### config.mk
export PLATFORM = sky130hd
export DESIGN_NAME = lzwh_hash
export DESIGN_NICKNAME = d
export VERILOG_FILES = /design/src/rtl/lzwh_pkg.sv /design/src/rtl/lzwh_hash.sv
export SDC_FILE = /design/constraint.sdc
export NUM_CORES = 1
export LEC_CHECK = 0
export BUFFER_PORTS_ARGS = -buffer_cell sky130_fd_sc_hd__buf_4
export CAP_MARGIN = 40
export CORE_ASPECT_RATIO = 1.2
export CORE_MARGIN = 5
export CORE_UTILIZATION = 54
export CTS_BUF_LIST = sky130_fd_sc_hd__clkbuf_4
export DETAILED_ROUTE_END_ITERATION = 8
export MAX_ROUTING_LAYER = met4
export PLACE_DENSITY = 0.81
export SLEW_MARGIN = 20
export SYNTH_ARGS = -nofsm -noshare
export SYNTH_HDL_FRONTEND = slang
export SYNTH_SLANG_ARGS = --single-unit
### constraint.sdc
create_clock -name i_clk -period 3.9 [get_ports i_clk]
set_clock_uncertainty 0.1 [all_clocks]
set_input_delay 0.78 -clock i_clk [delete_from_list [all_inputs] [get_ports i_clk]]
set_output_delay 0.78 -clock i_clk [all_outputs]
set_load 0.05 [all_outputs]
### src/rtl/lzwh_pkg.sv
// LZW dictionary hash table: shared types, constants and codes.
// No dependencies; lzwh_hash and the top level import this package.
package lzwh_pkg;

    // Field widths fixed by the transaction format
    localparam int KIND_W     = 2;
    localparam int CHAR_W     = 8;
    localparam int CODE_W     = 12;
    localparam int STATUS_W   = 2;
    localparam int COUNT_W    = 14;
    localparam int MARK_W     = 2;
    localparam int SIZE_W     = 4;
    localparam int LG_W       = 5;
    localparam int HASH_W     = 32;

    // Configuration port
    localparam int CFG_IDX_W  = 1;
    localparam int CFG_DATA_W = 14;
    localparam logic [CFG_IDX_W-1:0] CFG_SIZE_LOG2  = 1'b0;
    localparam logic [CFG_IDX_W-1:0] CFG_FILL_LIMIT = 1'b1;

    // Defaults for the top-level parameters
    localparam int TABLE_DEPTH_DEF = 8192;
    localparam int CODE_BITS_DEF   = 12;

    // Register reset values and limits
    localparam logic [SIZE_W-1:0]  SIZE_LOG2_RST  = 4'd13;
    localparam logic [COUNT_W-1:0] FILL_LIMIT_RST = 14'd6144;
    localparam logic [COUNT_W-1:0] COUNT_MAX      = 14'h3FFF;
    localparam logic [LG_W-1:0]    MIN_LG         = 5'd4;

    // Hash multipliers
    localparam logic [HASH_W-1:0] HASH_CHAR_MUL = 32'd2726656;
    localparam logic [HASH_W-1:0] HASH_PREV_MUL = 32'd9931;

    // Request kinds
    localparam logic [KIND_W-1:0] KIND_INSERT = 2'd0;
    localparam logic [KIND_W-1:0] KIND_PAD    = 2'd1;
    localparam logic [KIND_W-1:0] KIND_LOOKUP = 2'd2;
    localparam logic [KIND_W-1:0] KIND_CLEAR  = 2'd3;

    // Result status codes
    localparam logic [STATUS_W-1:0] ST_OK       = 2'd0;
    localparam logic [STATUS_W-1:0] ST_NOTFOUND = 2'd1;
    localparam logic [STATUS_W-1:0] ST_FULL     = 2'd2;

    // Slot marks
    localparam logic [MARK_W-1:0] MARK_EMPTY  = 2'd0;
    localparam logic [MARK_W-1:0] MARK_NORMAL = 2'd1;
    localparam logic [MARK_W-1:0] MARK_PAD    = 2'd2;

    typedef struct packed {
        logic [KIND_W-1:0]        kind;
        logic signed [CHAR_W-1:0] char_value;
        logic [CODE_W-1:0]        prev_code;
        logic [CODE_W-1:0]        new_code;
    } t_in_item;

    typedef struct packed {
        logic [CODE_W-1:0]   found_code;
        logic [STATUS_W-1:0] status;
        logic                over_fill;
        logic [COUNT_W-1:0]  entry_count;
    } t_out_item;

endpackage

### src/rtl/lzwh_hash.sv
// Two-stage hash unit: registered products, then xor/add and mask.
// Depends on lzwh_pkg.
module lzwh_hash #(
    parameter int AW = 13
) (
    input  logic                              i_clk,
    input  logic signed [lzwh_pkg::CHAR_W-1:0] i_chr,
    input  logic [lzwh_pkg::CODE_W-1:0]       i_prev,
    input  logic [AW-1:0]                     i_mask,
    output logic [AW-1:0]                     o_pos
);
    import lzwh_pkg::*;

    logic [HASH_W-1:0] w_c32;
    logic [HASH_W-1:0] w_p32;
    logic [HASH_W-1:0] r_cprod;
    logic [HASH_W-1:0] r_pprod;
    logic [HASH_W-1:0] r_prev_d;
    logic [HASH_W-1:0] w_sum;
    logic [AW-1:0]     r_pos;

    assign w_c32 = {{(HASH_W-CHAR_W){i_chr[CHAR_W-1]}}, i_chr};
    assign w_p32 = {{(HASH_W-CODE_W){1'b0}}, i_prev};

    // stage 1: c*K1 + c and p*K2
    always_ff @(posedge i_clk) begin
        r_cprod  <= w_c32 * HASH_CHAR_MUL + w_c32;
        r_pprod  <= w_p32 * HASH_PREV_MUL;
        r_prev_d <= w_p32;
    end

    assign w_sum = (r_cprod ^ r_pprod) + r_prev_d;

    // stage 2: fold and mask to the active region
    always_ff @(posedge i_clk) begin
        r_pos <= w_sum[AW-1:0] & i_mask;
    end

    assign o_pos = r_pos;

endmodule

Word-level counts from Yosys, hierarchy flattened
Cells that the tools add are included.
Widths: inputs -> output; s select.
{ "word_totals": {"reg_bits": 51, "out_inout_bits": 13} }
{ "op_classes": {"n_addsub": 2, "bitwise": 2, "multipliers": 2} }
{ "op_table": {"columns": ["cell", "count"], "rows": [
  ["$mul 32x14->5 const B", 1],
  ["$mul 12x14->13 const B", 1],
  ["$add 13x12->13", 1],
  ["$add 13x13->13", 1],
  ["$and 13x13->13", 1],
  ["$xor 13x13->13", 1]
]} }

Depth between registers and ports, before layout
Gate-level depths: netlist of the first run.
{ "depth": {"ltp_word": 3, "mapped_depth": 15} }

Worst setup path before layout of the first run
OpenSTA, ideal clock, no wires.
{ "synth_path": {"kind": "in2reg", "start": "input port i_prev[9] in the netlist's numbering", "end": "register r_pprod[12]", "slack_ns": -0.271, "required_time_ns": 3.680, "path_buffers": 0, "path_stages": 14, "t_arrival_ns": 3.951, "cell_sequence": "ha_1 ha_1 inv_1 fa_1 inv_1 fa_1 inv_1 fa_1 inv_1 ha_1 or2_2 a21oi_1 a21oi_1 xnor2_1"} }
{ "synth_via": {"elab_chain_len": 1} }
{ "synth_rtl": {"columns": ["item", "line_no", "source"], "rows": [
  ["start: declaration", "lzwh_hash.sv:8", "input logic [lzwh_pkg::CODE_W-1:0] i_prev,"],
  ["$mul 12x14->13", "lzwh_hash.sv:28", "r_pprod <= w_p32 * HASH_PREV_MUL;"],
  ["end signal: assignment", "lzwh_hash.sv:28", null],
  ["end: declaration", "lzwh_hash.sv:17", "logic [HASH_W-1:0] r_pprod;"]
]} }
No other way between the ends.

Worst setup path in the final report of the first run
{ "layout_path": {"start": "input port i_prev[3] in the netlist's numbering", "end": "register r_pprod[11]"} }
Same word-level chain as after synthesis.

==> flow_metrics.tcl, run 1 <==
set metrics [dict create \
    fp.coreArea_um2 6090 \
    startpoint_type "input pin" \
    final_cell_mix "buf_4, inv_1, ha_1" \
    grt_setup_unrepaired "true" \
    outcome "complete, no violations" \
    diodes 0 \
    wl_um 6600 \
    area_growth_pct 24.7 \
    fin_setup_tns_ns 0 \
    seq_area_um2 1000 \
    hpwl_um 5880 \
    worstSkewPairLatency_ns 0.36 \
    critPathMaxFanout 3 \
    drive_gt1_share_pct 24.2 \
    die-height_um 96.7 \
    timing_hold_violations_final 0 \
    track_usage_pct 18.8 \
    reg2regPathDepth 9 \
    p_total_mw 2.76 \
    instances_no_fill 495 \
    crit_path_start "i_prev[3]" \
    p_leak_nw 2.11 \
    yosys.area_share.simple_pct 6.54 \
    crit_type "input pin to flop" \
    vias 2443 \
    cp-end-kind "flop" \
    r2r_start "r_pprod[1]" \
    cp-endpoint "r_pprod[11]" \
    cts.sinks 50 \
    ctsHoldBuffers 0 \
    r2r_slack_ns 1.50 \
    rr_endpoint "o_pos[12]" \
    drt-vias-per-instance 4.94 \
    fin_util_pct 69.3 \
    synth_fp_nets 447 \
    seq_area_frac_synth_pct 29.6 \
    netlist_area_um2 3390 \
    vdd_drop_max_mv 0.387 \
    num_rows 31 \
    muxShareOfSynthArea_pct 0.296 \
    start_util_pct 55.6 \
    clock_path_buffers 2 \
    multi_input_area_um2 2230 \
    globalplace.congestion 0.995 \
    syn_area_per_cell_um2 10.4 \
    synth-compound-area-share_pct 8.43 \
    tightest_slew_ns 0.437 \
    fin_nets 532 \
    yosysWarnings 0 \
    finalSetupViolations 0 \
    ant_nets 0 \
    worstPathRequired_ns 4.04 \
    design_area_um2 4220 \
    slew_viol_final 0 \
    yosys_register_bits 50 \
    worstPathArrival_ns 3.95 \
    synth_top_family_by_area "adder cells" \
    cts_buffers 5 \
    synthDistinctLibCells 35 \
    post-route-min-period_ns 3.81 \
    fmax_mhz 263 \
    slew_headroom_pct 70.5 \
    layout_commonest_cell "buf_4" \
    cts.reportedPaths.clkPinSlew_ns 0.14 \
    gr-total-overflow 0 \
    dr.pass1.iters 4 \
    synthAdderAreaFrac_pct 36.9 \
    cap_violations 0 \
    syn_inst 327 \
    drt_iter0_markers 70 \
    cts_tree "done" \
    period_share_pct 97.6 \
    antenna_found_initial 0 \
    die_area_um2 7960 \
    htreeDepth 2 \
    routedWlPerCell_um 13.3 \
    grt_max_degree 16 \
    hp-start "i_chr[6]" \
    synth-xor-area-share_pct 11.6 \
    numPortBuffers 46 \
    boundaryPins 47 \
    route.detailed.drc 0 \
    dpl.cell_count 487 \
    fill_cells 478 \
    pwr_density_cell_nw_per_um2 654 \
    min_path_type "input pin to flop" \
    place_area_um2 4130 \
    grt_pass1_wl_um 11200 \
    grt_pass1_vias 2598 \
    die_w_um 82.3 \
    cts-root-buf "clkbuf_4" \
]
## what timing repair did
action	4_1_cts	5_1_grt
resized for setup	0	2
hold endpoints to repair	0	0
setup buffers	0	0
endpoints found under the setup margin	0	1
## synthesized netlist by cell type
library cell	n	area [um2]
nand2b_1	4	25.0
or2_2	1	6.26
o211ai_1	2	15.0
o21bai_1	1	7.51
mux2i_1	1	10.0
a31oi_1	1	6.26
inv_1	60	225
o311ai_1	1	8.76
xnor2_1	28	245
nor3b_1	1	7.51
or4_1	1	7.51
a21oi_2	1	8.76
nor2_1	5	18.8
o221a_2	1	11.3
a211oi_1	1	7.51
or2_1	1	6.26
and2_1	6	37.5
nor3_1	5	25.0
dfxtp_1	50	1000
o21a_1	3	22.5
or3_1	2	12.5
o31a_1	1	8.76
nor2b_1	5	31.3
a21boi_1	2	15.0
o21ai_1	10	50.1
and3_1	2	12.5
xor2_1	17	149
o41ai_2	1	16.3
a21oi_1	13	65.1
o21ai_0	1	5.00
nand2_1	7	26.3
a21o_1	5	37.5
ha_1	63	788
nand3_1	1	5.00
fa_1	23	460
## worst min-delay path by stage
stage / slack (ns) / cells past startpoint / to
floorplan: 0.44 / 2 / o_pos[0]
global placement: 0.46 / 2 / o_pos[0]
detailed placement: 0.50 / 2 / o_pos[0]
CTS: 0.39 / 1 / r_cprod[6]
global route: 0.37 / 1 / r_cprod[6]
finish: 0.41 / 1 / r_cprod[6]
## through the flow
step,setup slack (ns),hold slack (ns)
2_1_floorplan,-0.0602,0.440
3_3_place_gp,-0.223,0.464
3_5_place_dp,-0.325,0.496
4_1_cts,0.0826,0.388
5_1_grt,-0.0000244,0.371
6_report,0.0931,0.405
## state kept, by name, summed over array words and instances (netlist names)
signal,cells
r_cprod,13
o_pos,13
r_prev_d,11
r_pprod,13
## power by group
part           switching [mW]  internal, mW
registers              0.0459         0.655
logic                   0.912         0.866
clock network           0.150         0.133
## critical path, cell delays in order
cell and delay (ns):
buf_4 0.13, ha_4 0.25, ha_4 0.26, inv_2 0.03
fa_1 0.53, inv_1 0.05, fa_1 0.48, inv_1 0.05
fa_1 0.47, inv_1 0.04, ha_2 0.16, or4_4 0.52
o311ai_2 0.09, xnor2_1 0.10
## routing by layer
layer / share of wire, % / vias to the layer above / track usage (%)
li1: - / 1230 / -
met1: 38 / 1131 / 19.8
met2: 54 / 58 / 33.0
met3: 4.1 / 24 / 2.70
met4: 3.7 / 0 / 9.21
met5: 0 / - / -
## cell families after synthesis
| logic type | after synthesis |
|---|---|
| adders and majority gates | 86 |
| muxes | 1 |
| DFF | 50 |
| xor gates and xnor gates | 45 |
| and+or+nand+nor | 41 |
| buffers and inverters | 60 |
| AOI/OAI and AO/OA | 44 |
## layout make-up
class / count / area share [%]
Clock inverter: 3 / 0.948
Clock buffer: 5 / 0.889
Inverter: 60 / 5.33
Sequential cell: 50 / 23.7
Timing Repair Buffer: 78 / 13.9
Multi-Input combinational cell: 217 / 52.8
Tap cell: 82 / 2.43
No activity file was read; power rests on OpenSTA's default activity.
==> inputs of run 2 (changes only) <==
clock period = 3.3 ns   (was 3.9 ns; I/O delays follow)
==> run 2 against run 1 <==
The run now ends with setup timing left; cell count up 1.2%; critical path depth unchanged; setup slack got worse by 0.45 ns; highest routed layer unchanged; sequential share of layout area shrank 1.4 points; critical path type unchanged; register-to-register slack got worse by 0.54 ns; die area stayed put; clock power decreased by 4%; global-route usage up 2.1 points; via count increased by 3.2%; critical endpoint unchanged; core utilization up 4.4 points; cell area increased by 6.4%; count of clock-buffer cells in the layout up 1.
==> flow_metrics.tcl, run 2 (synthesis results as in run 1) <==
set metrics [dict create \
    outcome "finished, violations left" \
    violations "setup timing" \
    boundaryPins 47 \
    cap_violations 0 \
    cts.reportedPaths.clkPinSlew_ns 0.14 \
    grt_use_met2_pct 37.8 \
    grt_setup_unrepaired "true" \
    grt_pass1_vias 2716 \
    pwr_density_cell_nw_per_um2 794 \
    place_area_um2 4240 \
    ant_nets 0 \
    crit_type "input pin to flop" \
    vias 2522 \
    period_share_pct 111 \
    finalSetupViolations 4 \
    design_area_um2 4490 \
    wl_um 7690 \
    timing_hold_violations_final 0 \
    num_rows 31 \
    startpoint_type "input pin" \
    post-route-min-period_ns 3.66 \
    top_usage_layer "met2" \
    htreeDepth 2 \
    die-height_um 96.7 \
    die_area_um2 7960 \
    fill_cells 405 \
    route.detailed.drc 0 \
    track_usage_pct 20.9 \
    cts_tree "done" \
    use_met1_pct 20.3 \
    drt_iter0_markers 74 \
    clock_path_buffers 2 \
    worstPathArrival_ns 3.82 \
    slew_headroom_pct 69.6 \
    start_util_pct 55.6 \
    grt_pass1_wl_um 12200 \
    fin_setup_tns_ns -0.915 \
    gr-total-overflow 0 \
    final_cell_mix "buf_4, inv_1, dfxtp_1" \
    vdd_drop_max_mv 0.451 \
    worstSkewPairLatency_ns 0.36 \
    tightest_slew_ns 0.452 \
    critPathMaxFanout 3 \
    die_w_um 82.3 \
    numPortBuffers 46 \
    layout_commonest_cell "buf_4" \
    diodes 0 \
    worstPathRequired_ns 3.45 \
    worst_slack_ns -0.362 \
    drt-vias-per-instance 5.03 \
    globalplace.congestion 0.911 \
    cts-root-buf "clkbuf_4" \
    drive_gt1_share_pct 31.3 \
    min_path_type "input pin to flop" \
    area_growth_pct 32.7 \
    r2r_slack_ns 0.96 \
    antenna_found_initial 0 \
    slew_viol_final 0 \
    p_leak_nw 2.16 \
    grt_util_met3_pct 2.51 \
    routedWlPerCell_um 15.3 \
    cts.sinks 50 \
    grt_max_degree 15 \
    fin_nets 538 \
    fin_util_pct 73.8 \
    cts_buffers 5 \
    fmax_mhz 273 \
    fp.coreArea_um2 6090 \
    hpwl_um 6190 \
    cp-end-kind "flop" \
    dr.pass1.iters 4 \
]
[run 2: cell types whose count changed in the layout (fill, tap and decap cells not counted), sizes merged]
cell and delta:
buf +6, bufinv -1, clkbuf +1
[run 2: routing by layer]
metal	up-vias	share of wire, %	wire length (um)
li1	1244	-	-
met1	1189	35	2700
met2	61	55	4260
met3	28	3.7	284
met4	0	5.7	441
met5	-	0	0
[run 2: what timing repair did]
| item | 4_1_cts | 5_1_grt |
|---|---|---|
| setup buffers | 3 | 0 |
| gates cloned | 0 | 0 |
| hold buffers | 0 | 0 |
| setup endpoints to repair | 5 | 5 |
| pin swaps | 19 | 3 |
| resized for setup | 23 | 9 |
[run 2: cell type report]
cell class | count | area [um2] | area share [%]
multi-input combinational | 217 | 2440 | 54.3
sequential | 50 | 1000 | 22.3
timing repair buffer | 84 | 669 | 14.9
inverter | 60 | 225 | 5.01
tap | 82 | 103 | 2.28
clock buffer | 6 | 45.0 | 1.00
clock inverter | 2 | 8.76 | 0.195
[run 2: worst paths after layout]
kind / start / end / cells past startpoint
max: i_prev[4] / r_pprod[11] / 14
min: i_chr[5] / r_cprod[5] / 1
max reg2reg: r_pprod[1] / o_pos[12] / 9
min reg2reg: r_pprod[0] / o_pos[0] / 2
[run 2: critical path, cell delays in order]
cell	delay, ns
buf_8	0.10
ha_4	0.24
ha_4	0.26
inv_2	0.03
fa_1	0.54
inv_2	0.04
fa_1	0.47
inv_1	0.05
fa_1	0.50
inv_2	0.06
ha_4	0.16
or4_4	0.51
o311ai_4	0.09
xnor2_1	0.10
[run 2: power breakdown]
group / switching, mW / leakage (nW) / internal, mW
Clock: 0.183 / 0.0331 / 0.0887
Combinational: 1.25 / 1.70 / 1.22
Sequential: 0.0571 / 0.421 / 0.774
[run 2: metrics by stage]
stage                     setup slack (ns)  std cells  total power, mW  hold slack [ns]
after floorplan                     -0.540        327             2.40            0.440
after global placement              -0.703        490             2.92            0.462
after detailed placement            -0.804        490             3.02            0.519
after CTS                           -0.294        501             3.49            0.280
after global routing                -0.419        501             3.86            0.267
final                               -0.362        501             3.57            0.285
==> inputs of run 3 (changes only) <==
PLACE_DENSITY = 0.79   (was 0.81)
==> run 3 against run 2 <==
The flow still finishes with violations (setup timing); cell area up 1.0%; cell count is 0.60% lower; global-route usage is 1.9 points lower; count of clock-buffer cells in the layout down 1; sequential power about the same; sequential cell count unchanged; largest power group unchanged.
==> flow_metrics.tcl, run 3 (synthesis results as in run 1) <==
set metrics [dict create \
    outcome "finished, violations left" \
    violations "setup timing" \
    layout_commonest_cell "buf_4" \
    num_rows 31 \
    design_area_um2 4540 \
    fin_setup_tns_ns -0.858 \
    worstPathArrival_ns 3.84 \
    grt_max_degree 16 \
    post-route-min-period_ns 3.65 \
    worstPathRequired_ns 3.49 \
    hpwl_um 6020 \
    wl_um 7170 \
    gr-total-overflow 0 \
    numPortBuffers 46 \
    dpl.cell_count 489 \
    worstSkewPairLatency_ns 0.37 \
    pwr_density_cell_nw_per_um2 822 \
    cts_buffers 5 \
    tightest_slew_ns 0.398 \
    worst_hold_slack_ns 0.278 \
    cp-end-kind "flop" \
    grt_pass1_wl_um 11400 \
    die_area_um2 7960 \
    cts_tree "done" \
    worst_path_max_delay_cell "fa_1" \
    grt_pass1_vias 2668 \
    die_w_um 82.3 \
    dr.pass1.iters 5 \
    cp_cell_sequence "buf_8 -> ha_4 -> ha_4 -> inv_2 -> fa_1 -> inv_1 -> fa_1 -> inv_1 -> fa_1 -> inv_2 -> ha_4 -> or4_4 -> o311ai_4 -> xnor2_1" \
    htreeDepth 2 \
    routedWlPerCell_um 14.4 \
    cts-root-buf "clkbuf_4" \
    vias 2465 \
    route.detailed.drc 0 \
    drt-vias-per-instance 4.95 \
    fmax_mhz 274 \
    p_int_mw 2.24 \
    cts.sinks 50 \
    grt_setup_unrepaired "true" \
    instances_no_fill 498 \
    worst_slack_ns -0.347 \
    antenna_found_initial 0 \
    slew_headroom_pct 73.1 \
    slew_viol_final 0 \
    p_leak_nw 2.17 \
    final_cell_mix "buf_4, inv_1, dfxtp_1" \
    cts.reportedPaths.clkPinSlew_ns 0.15 \
    period_share_pct 111 \
    globalplace.congestion 0.897 \
    diodes 0 \
    seqPwrFrac_pct 22.2 \
    fin_nets 535 \
    fin_util_pct 74.5 \
    drt_iter0_markers 69 \
    critPathMaxFanout 2 \
    drive_gt1_share_pct 30.5 \
    area_growth_pct 34.0 \
    place_area_um2 4250 \
    cp_slowest_stage_delay_ns 0.54 \
    ctsHoldBuffers 0 \
    crit_type "input pin to flop" \
    startpoint_type "input pin" \
    finalSetupViolations 3 \
    sw_frac_of_total_pct 39.9 \
    timing_hold_violations_final 0 \
    die-height_um 96.7 \
    start_util_pct 55.6 \
    netSwitchingPower_mw 1.49 \
    boundaryPins 47 \
    clock_path_buffers 2 \
    cap_violations 0 \
    fp.coreArea_um2 6090 \
    comb_power_share_pct 66.6 \
    track_usage_pct 19.0 \
    ant_nets 0 \
    clkPwrFrac_pct 11.2 \
    min_path_type "input pin to flop" \
    vdd_drop_max_mv 0.473 \
]
## run 3: cell types whose count changed in the layout (fill, tap and decap cells not counted), sizes merged
cell / delta
buf: -3
bufinv: +2
clkbuf: -1
clkinv: -1
## run 3: final cells by class
cell class	count	area [um2]
Sequential cell	50	1000
Tap cell	82	103
Timing Repair Buffer	81	659
Inverter	60	225
Multi-Input combinational cell	217	2450
Clock buffer	5	37.5
Clock inverter	3	63.8
Fill cell	420	1550
## run 3: repair_timing
item	CTS	global route
setup buffers	1	0
gates resized for setup	20	11
endpoints found under the setup margin	5	4
pin swaps	9	9
## run 3: worst paths after layout
kind                   start           to  slack [ns]  depth (start not counted)
setup reg to reg  r_pprod[1]    o_pos[10]        0.97                          9
hold / removal      i_chr[5]   r_cprod[5]        0.28                          1
setup / recovery   i_prev[9]  r_pprod[11]       -0.35                         14
hold reg to reg   r_pprod[0]     o_pos[0]        0.50                          2
## run 3: per-layer routing
layer | routed length, um | track usage, %
met1 | 2720 | 19.0
met2 | 4010 | 35.5
met5 | 0 | -
met4 | 181 | 8.06
met3 | 251 | 1.86
## run 3: power groups by stage
stage          sequential (mW)  combinational [mW]  clock [mW]
5_1_grt                  0.841                2.73       0.453
2_1_floorplan             1.03                1.37           0
6_report                 0.828                2.48       0.419
3_5_place_dp             0.845                2.16           0
4_1_cts                  0.831                2.35       0.429
3_3_place_gp             0.842                2.08           0
## run 3: stage by stage
step           setup slack [ns]  power, mW
2_1_floorplan            -0.540       2.40
4_1_cts                  -0.308       3.61
5_1_grt                  -0.401       4.02
6_report                 -0.347       3.73
3_3_place_gp             -0.708       2.92
3_5_place_dp             -0.813       3.00
## run 3: worst max-delay path, delay by kind of cell
family                   cells  cell delay [ns]
buffers and inverters        5             0.29
AND/OR/NAND/NOR              1             0.49
AO/OA/AOI/OAI                1             0.08
adder cells (fa/ha/maj)      6             2.16
XOR/XNOR                     1             0.15
